<file path="src/hdl/pltw_pkg.sv">
package pltw_pkg;

    // Input beat kinds
    typedef enum logic {
        KIND_LOOKUP   = 1'b0,
        KIND_RESPONSE = 1'b1
    } in_kind_t;

    // Result beat kinds
    typedef enum logic [1:0] {
        RESULT_READ_REQ  = 2'd0,
        RESULT_WALK_DONE = 2'd1,
        RESULT_PROTO_ERR = 2'd2
    } result_kind_t;

    // Table levels
    localparam logic [1:0] LEVEL_ROOT = 2'd0;
    localparam logic [1:0] LEVEL_PTR  = 2'd1;
    localparam logic [1:0] LEVEL_DIR  = 2'd2;
    localparam logic [1:0] LEVEL_LEAF = 2'd3;

    // Entry flag bit positions
    localparam int ENTRY_PRESENT_BIT = 0;
    localparam int ENTRY_LARGE_BIT   = 7;
    localparam int ENTRY_SWAPPED_BIT = 9;

    localparam int BASE_W  = 52;
    localparam int VA_W    = 48;
    localparam int ENTRY_W = 64;
    localparam int ADDR_W  = 63;
    localparam int PN_W    = 36;
    localparam int IDX_W   = 9;

    typedef struct packed {
        in_kind_t            kind;
        logic [VA_W-1:0]     virt_addr;
        logic [ENTRY_W-1:0]  read_data;
    } in_beat_t;

    typedef struct packed {
        result_kind_t        result_kind;
        logic [ADDR_W-1:0]   read_addr;
        logic                is_mapped;
        logic                leaf_found;
        logic                large_page;
        logic [ENTRY_W-1:0]  last_entry;
        logic [1:0]          stop_level;
    } out_beat_t;

    // Walk state carried between beats
    typedef struct packed {
        logic                busy;
        logic [1:0]          level;
        logic [PN_W-1:0]     page_number;
    } walk_state_t;

endpackage

</file>
<file path="src/hdl/pltw_step.sv">
module pltw_step
(
    input  pltw_pkg::in_beat_t                in_beat,
    input  pltw_pkg::walk_state_t             state,
    input  logic [pltw_pkg::BASE_W-1:0]       root_table_base,
    output pltw_pkg::out_beat_t               result,
    output pltw_pkg::walk_state_t             state_next
);

    logic [pltw_pkg::ENTRY_W-1:0] entry;
    logic                         present;
    logic                         swapped;
    logic                         large_flag;
    logic [1:0]                   level_up;
    logic [pltw_pkg::IDX_W-1:0]   next_index;
    logic [pltw_pkg::IDX_W-1:0]   root_index;

    assign entry      = in_beat.read_data;
    assign present    = entry[pltw_pkg::ENTRY_PRESENT_BIT];
    assign swapped    = entry[pltw_pkg::ENTRY_SWAPPED_BIT];
    assign large_flag = entry[pltw_pkg::ENTRY_LARGE_BIT];
    assign level_up   = state.level + 2'd1;
    assign root_index = in_beat.virt_addr[47:39];

    // Index for the table one level down, from the saved page number
    always_comb
    begin
        case (level_up)
            pltw_pkg::LEVEL_PTR:  next_index = state.page_number[26:18];
            pltw_pkg::LEVEL_DIR:  next_index = state.page_number[17:9];
            pltw_pkg::LEVEL_LEAF: next_index = state.page_number[8:0];
            default:              next_index = state.page_number[35:27];
        endcase
    end

    // One beat of the walk
    always_comb
    begin
        result      = '0;
        state_next  = state;
        case (in_beat.kind)
            pltw_pkg::KIND_LOOKUP:
            begin
                if (state.busy)
                begin
                    result.result_kind = pltw_pkg::RESULT_PROTO_ERR;
                end
                else
                begin
                    state_next.busy        = 1'b1;
                    state_next.level       = pltw_pkg::LEVEL_ROOT;
                    state_next.page_number = in_beat.virt_addr[47:12];
                    result.result_kind     = pltw_pkg::RESULT_READ_REQ;
                    result.read_addr       = {11'd0, root_table_base}
                                           + {51'd0, root_index, 3'b000};
                end
            end
            pltw_pkg::KIND_RESPONSE:
            begin
                if (!state.busy)
                begin
                    result.result_kind = pltw_pkg::RESULT_PROTO_ERR;
                end
                else if (state.level == pltw_pkg::LEVEL_LEAF)
                begin
                    // leaf entry: swapped still counts as found
                    state_next.busy    = 1'b0;
                    result.result_kind = pltw_pkg::RESULT_WALK_DONE;
                    result.is_mapped   = present;
                    result.leaf_found  = present | swapped;
                    result.last_entry  = entry;
                    result.stop_level  = pltw_pkg::LEVEL_LEAF;
                end
                else if (!present)
                begin
                    state_next.busy    = 1'b0;
                    result.result_kind = pltw_pkg::RESULT_WALK_DONE;
                    result.last_entry  = entry;
                    result.stop_level  = state.level;
                end
                else if (state.level == pltw_pkg::LEVEL_DIR && large_flag)
                begin
                    // 2 MB page
                    state_next.busy    = 1'b0;
                    result.result_kind = pltw_pkg::RESULT_WALK_DONE;
                    result.is_mapped   = 1'b1;
                    result.large_page  = 1'b1;
                    result.last_entry  = entry;
                    result.stop_level  = pltw_pkg::LEVEL_DIR;
                end
                else
                begin
                    // low 12 bits of the table base are clear, so no carry
                    state_next.level   = level_up;
                    result.result_kind = pltw_pkg::RESULT_READ_REQ;
                    result.read_addr   = {entry[62:12], next_index, 3'b000};
                end
            end
            default:
            begin
                result.result_kind = pltw_pkg::RESULT_PROTO_ERR;
            end
        endcase
    end

endmodule

</file>
<file path="src/hdl/page_table_lookup_walker_unit.sv">
// Four-level page table walker, lookup only.
// Input channel (in_valid/in_ready/in_data): a beat is either a lookup with a
// 48-bit virtual address or a memory response carrying one 64-bit entry.
// Output channel (out_valid/out_ready/out_data): exactly one beat per input
// beat: a read request for the next entry, a walk result, or a protocol error
// for a lookup while a walk is open or a response with no walk open.
// Configuration: cfg_write_en/cfg_write_data load the root table base at once.
// Result: registered, shown in the cycle after the input beat is taken.
// Throughput: one beat per cycle unless stalled; decode, mask and one 63-bit
// add sit between the walk state registers and the single output register.
// Stall: in_ready = !out_valid || out_ready, so a stalled receiver holds the
// output register and the input side waits; no beat is dropped.
// Reset: walker idle, level and saved page number cleared, root base zero,
// output empty.
module page_table_lookup_walker_unit
(
    input  logic                          clk,
    input  logic                          rst_n,
    input  logic                          in_valid,
    output logic                          in_ready,
    input  pltw_pkg::in_beat_t            in_data,
    output logic                          out_valid,
    input  logic                          out_ready,
    output pltw_pkg::out_beat_t           out_data,
    input  logic                          cfg_write_en,
    input  logic [pltw_pkg::BASE_W-1:0]   cfg_write_data
);

    logic [pltw_pkg::BASE_W-1:0] root_base_reg;
    pltw_pkg::walk_state_t       state_reg;
    pltw_pkg::walk_state_t       state_next;
    pltw_pkg::out_beat_t         result_next;
    pltw_pkg::out_beat_t         result_reg;
    logic                        out_valid_reg;
    logic                        accept;

    assign in_ready  = !out_valid_reg || out_ready;
    assign accept    = in_valid && in_ready;
    assign out_valid = out_valid_reg;
    assign out_data  = result_reg;

    pltw_step u_step
    (
        .in_beat         (in_data),
        .state           (state_reg),
        .root_table_base (root_base_reg),
        .result          (result_next),
        .state_next      (state_next)
    );

    // Root base register
    always_ff @(posedge clk or negedge rst_n)
    begin
        if (!rst_n)
            root_base_reg <= '0;
        else if (cfg_write_en)
            root_base_reg <= cfg_write_data;
    end

    // Walk state and output valid
    always_ff @(posedge clk or negedge rst_n)
    begin
        if (!rst_n)
        begin
            state_reg     <= '0;
            out_valid_reg <= 1'b0;
        end
        else
        begin
            if (accept)
                state_reg <= state_next;
            if (accept)
                out_valid_reg <= 1'b1;
            else if (out_ready)
                out_valid_reg <= 1'b0;
        end
    end

    // Output payload
    always_ff @(posedge clk)
    begin
        if (accept)
            result_reg <= result_next;
    end

endmodule

</file>
<file path="config.mk">
export PLATFORM = sky130hd
export DESIGN_NAME = page_table_lookup_walker_unit
export DESIGN_NICKNAME = d
export VERILOG_FILES = /design/src/hdl/pltw_pkg.sv /design/src/hdl/pltw_step.sv /design/src/hdl/page_table_lookup_walker_unit.sv
export SDC_FILE = /design/constraint.sdc
export NUM_CORES = 1
export LEC_CHECK = 0
export BUFFER_PORTS_ARGS = -buffer_cell sky130_fd_sc_hd__buf_2
export CORE_MARGIN = 4
export CORE_UTILIZATION = 55
export DETAILED_ROUTE_END_ITERATION = 10
export PLACE_DENSITY = 0.88
export SYNTH_ARGS = -nofsm -noshare
export SYNTH_HDL_FRONTEND = slang
export SYNTH_SLANG_ARGS = --single-unit
export TNS_END_PERCENT = 20
</file>
<file path="constraint.sdc">
create_clock -name clk -period 13.55 [get_ports clk]
set_input_delay 1.355 -clock clk [delete_from_list [all_inputs] [get_ports clk]]
set_output_delay 1.355 -clock clk [all_outputs]
set_load 0.1 [all_outputs]
</file>
Word-level counts from Yosys, hierarchy flattened
Index checks and enable logic that the tools add are counted.
W data, S select, Z words.

storage, ports and cells
  word-level logic and storage cells = 69
  flip-flop bits (word level) = 226

operators by class
  reductions and logical operators = 10
  muxes and demuxes = 31
  eq/ne operators = 10
  $add $sub $neg = 2
  bitwise logic cells = 4

operator list
  cell                   count
  $mux W63               3
  $mux W132              1
  $mux W66               2
  $pmux W65 S2           1
  $mux W67               1
  $mux W64               1
  $add A52 B12 Y53       1
  $mux W38               1
  $pmux W9 S3            1
  $mux W2                7
  $mux W1                11
  $eq A2 B2 Y1 const B   4
  $ne A2 B2 Y1 const B   4
  $pmux W3 S2            1
  $reduce_and A3 Y1      2
  $reduce_and A6 Y1      1
  $reduce_or A4 Y1       1
  $mux W3                1
  $not A1 Y1             3
  $add A2 B1 Y2 const B  1
  $eq A2 B1 Y1 const B   1
  $logic_and A1 B1 Y1    2
  $ne A2 B1 Y1 const B   1
  $reduce_and A2 Y1      1
  other kinds (4)        4

Depth between registers and ports, before layout
  depth in word-level cells = 8
  depth in mapped cells = 9

Hierarchy
Synthesis repeated with hierarchy kept, for this count alone.

unflattened totals
  cell total of the unflattened synthesis = 876
  area total of the unflattened synthesis = 10,845.4 µm²

by module, submodules not included
  module                         seq. area each (µm²)  times used  area an instance (µm²)  cells an instance
  page_table_lookup_walker_unit  6,326.1               1           7,619.8                 331
  pltw_step                      0.0                   1           3,225.6                 545

Least setup slack after synthesis
Ideal clock, no wire load.

  path kind = input-to-reg
  start point = in out_ready
  end point = reg state_reg[10] in the netlist's numbering
  data arrival time = 6.427 ns
  stages = 6
  setup time = 0.125 ns
  slack = 6.998 ns
  path buffers = 1
  cell sequence = nand2b_1 -> nand2_1 -> inv_1 -> nand2_1 -> buf_2 -> mux2_2

between the ends
  cells in the longest elaborated chain, start to end = 3

RTL lines
  element                             line                                 source
  start, declared                     page_table_lookup_walker_unit.sv:23  input logic out_ready,
  $logic_or A1 B1 Y1                  page_table_lookup_walker_unit.sv:37  assign in_ready = !out_valid_reg || out_ready;
  $logic_and A1 B1 Y1                 page_table_lookup_walker_unit.sv:38  assign accept = in_valid && in_ready;
  named net accept                    page_table_lookup_walker_unit.sv:35  logic accept;
  $reduce_and A3 Y1 (no source line)  -
  end signal, assigned                page_table_lookup_walker_unit.sv:71  state_reg <= state_next;
  end, declared                       page_table_lookup_walker_unit.sv:30  pltw_pkg::walk_state_t state_reg;

The timed path passes the listed nets, and every way through them passes these cells.
A chain may end at the register's enable or synchronous reset.

==> results.sh <==
export IMPL_path_cells="buf_2 > ha_1 > a21oi_1 > o211ai_1 > a22oi_2 > nor4_2 > xor2_1 > a22o_1"
export IMPL_cts_tree="built"
export IMPL_cts_sinks=216
export IMPL_critPathMaxFanout=17
export IMPL_drc_errors=0
export IMPL_rsz0062_at_grt="no"
export IMPL_num_io_pins=306
export IMPL_setup_tns_ns=0
export IMPL_relSlewSlack_pct=22.4
export IMPL_status="completed"
export IMPL_setup_viol=0
export IMPL_cts_buffers=23
export IMPL_routed_wl_um=25400
export IMPL_area_growth_pct=23.8
export IMPL_htreeDepth=1
export IMPL_drv_slew=0
export IMPL_drtAntennaViolNets=0
export IMPL_cp_start_kind="primary input"
export IMPL_largest_reg_flops=133
export IMPL_clk_pin_slew_worst_paths_ns=0.06
export IMPL_synth_area_um2=9810
export IMPL_postSynthAreaPerCell_um2=13.2
export IMPL_crit_start="in_data[104]"
export IMPL_nFillCells=1221
export IMPL_grt_overflow_total=0
export IMPL_num_vias=7134
export IMPL_synth_edf_count=133
export IMPL_grt_antenna_before_repair=4
export IMPL_grt_usage_pct=24.1
export IMPL_synth_ff_type="edfxtp_1"
export IMPL_r2r_start="state_reg[36]"
export IMPL_fin_skew_ns=0.0115
export IMPL_dp_hpwl_um=17900
export IMPL_critPathSlowestCell="a22oi_2"
export IMPL_netlist_area_leader_share_pct=40.7
export IMPL_start_util_pct=56.5
export IMPL_path_class="primary input to register"
export IMPL_via_per_inst=5.61
export IMPL_hold_path_class="register to register"
export IMPL_post_cts_buffers=0
export IMPL_synthCells=742
export IMPL_clock_latency_ns=0.49
export IMPL_rows=48
export IMPL_power_density_nw_per_um2=167
export IMPL_async_flop_share_pct=38.4
export IMPL_fin_crit_sh_pct=25.8
export IMPL_wire_per_inst_um=19.9
export IMPL_whs_ns=0.507
export IMPL_grt_start_max_net_pins=84
export IMPL_synth_area_top_cells="edfxtp_1, dfrtp_1, mux2_2, and2_1, xnor2_1"
export IMPL_globalplace_congestion=0.854
export IMPL_min_from="state_reg[20]"
export IMPL_dr_first_iter_drc_count=575
export IMPL_min_period_ns=3.50
export IMPL_cts_buffer_depth=3
export IMPL_coreArea_um2=17400
export IMPL_worst_slew_pin_transition_ns=1.16
export IMPL_yosysWarnings=0
export IMPL_root_buffer="clkbuf_16"
export IMPL_grt_pass1_vias=7112
export IMPL_synth_common_cells="edfxtp_1, dfrtp_1, mux2_2, nand2_1, and2_1"
export IMPL_synth_most_common_cell="edfxtp_1"
export IMPL_grt_pass1_wl_um=38500
export IMPL_dr_pass1_iters=6
export IMPL_path_buf_inv=1
export IMPL_synth_seq_cells=216
export IMPL_ys_types=52
export IMPL_endpoint_kind="register"
export IMPL_ir_worst_vdd_mv=0.129
export IMPL_fmax_mhz=286
export IMPL_fp_dieW_um=142
export IMPL_port_buffers=293
export IMPL_die_h_um=142
export IMPL_p_leak_nw=5.13
export IMPL_cts_repair_resized=0
export IMPL_nets=1215
export IMPL_max_stage_delay_ns=0.95
export IMPL_crit_arrival_ns=3.74
export IMPL_crit_required_ns=13.80
export IMPL_dieArea_um2=20000
export IMPL_crit_family="compound AO/OA/AOI/OAI gates"
export IMPL_synth_fp_nets=929
export IMPL_drive_gt1_share_pct=42.0
export IMPL_drv_cap=0
export IMPL_ys_seq_area_share_pct=61.9
export IMPL_ctsHoldBuffers=0
export IMPL_finalHoldViolCount=0
export IMPL_synth_top_area_cell="edfxtp_1"
[path summary, 6_finish.rpt]
| kind | to | slack (ns) | cells past startpoint |
|---|---|---|---|
| setup reg to reg | out_data[47] | 10.59 | 6 |
| setup / recovery | out_data[99] | 10.05 | 8 |
| hold / removal | state_reg[20] | 0.51 | 1 |
| hold reg to reg | state_reg[20] | 0.51 | 1 |
| min in group asynchronous | state_reg[4] | 1.05 | 1 |
| max in group asynchronous | root_base_reg[46] | 11.77 | 1 |
[report_power, final]
group	internal (mW)	switching [mW]
logic	0.154	0.436
clock network	0.336	0.244
registers	0.806	0.0523
[per-stage QoR]
stage	total power, mW	std cells	utilization (%)	worst slack, ns	cell area (um2)
after floorplan	1.33	742	-	7.00	9810
after CTS	2.04	1269	69.9	10.10	12100
after global routing	2.11	1272	69.9	9.96	12100
after global placement	1.44	1228	65.9	9.61	11400
after detailed placement	1.46	1228	65.9	9.58	11400
final	2.03	1272	69.9	10.05	12100
[worst reg2reg max path, stage by stage, from the launching register on]
cell,delay (ns)
dfrtp_1,0.42
inv_1,0.15
ha_1,0.54
a21oi_1,0.28
buf_4,0.25
nor2b_4,0.90
and2_1,0.29
[kinds of logic after synthesis]
kind of cell    synth area share (%)
simple gates                    14.5
flops                           61.9
compound gates                  6.37
mux                             8.72
buf+inv                         2.21
xor+xnor                        4.02
fa+ha+maj                       2.25
[layout by cell type, fill, tap and decap left out, drive strengths merged, types with 9 or more instances in the layout]
cell type  netlist  final
nor2            21     21
and2            65     65
mux2            75     75
nor4            14     14
xor2            12     12
inv             15     15
xnor2           33     33
buf             13    296
and3            14     14
a222oi           9      9
nand4           14     14
clkbuf          22     36
nand3           20     20
o21ai           49     49
a21oi            9      9
nand2           68     68
ha              16     16
dfrtp           83     83
nor3            13     13
edfxtp         133    133
[routing by layer]
| layer | track usage [%] | wire (um) | up-vias | share of wire [%] |
|---|---|---|---|---|
| li1 | - | - | 3283 | - |
| met1 | 31.2 | 9740 | 3463 | 38 |
| met2 | 40.4 | 12700 | 333 | 50 |
| met3 | 5.36 | 2220 | 53 | 8.7 |
| met4 | 8.33 | 707 | 2 | 2.8 |
| met5 | 0 | 7 | - | 0.028 |
[final cells by class]
type                            instances  area (um2)  share of cell area [%]
Inverter                               15        61.3                   0.505
Tap cell                              225         282                    2.32
Clock inverter                          5        30.0                   0.247
Sequential cell                       216        6070                    50.0
Timing Repair Buffer                  296        1490                    12.3
Clock buffer                           36         664                    5.47
Multi-Input combinational cell        476        3530                    29.1
Antenna cell                            3        7.51                  0.0619
(Power assumes the default switching activity.)
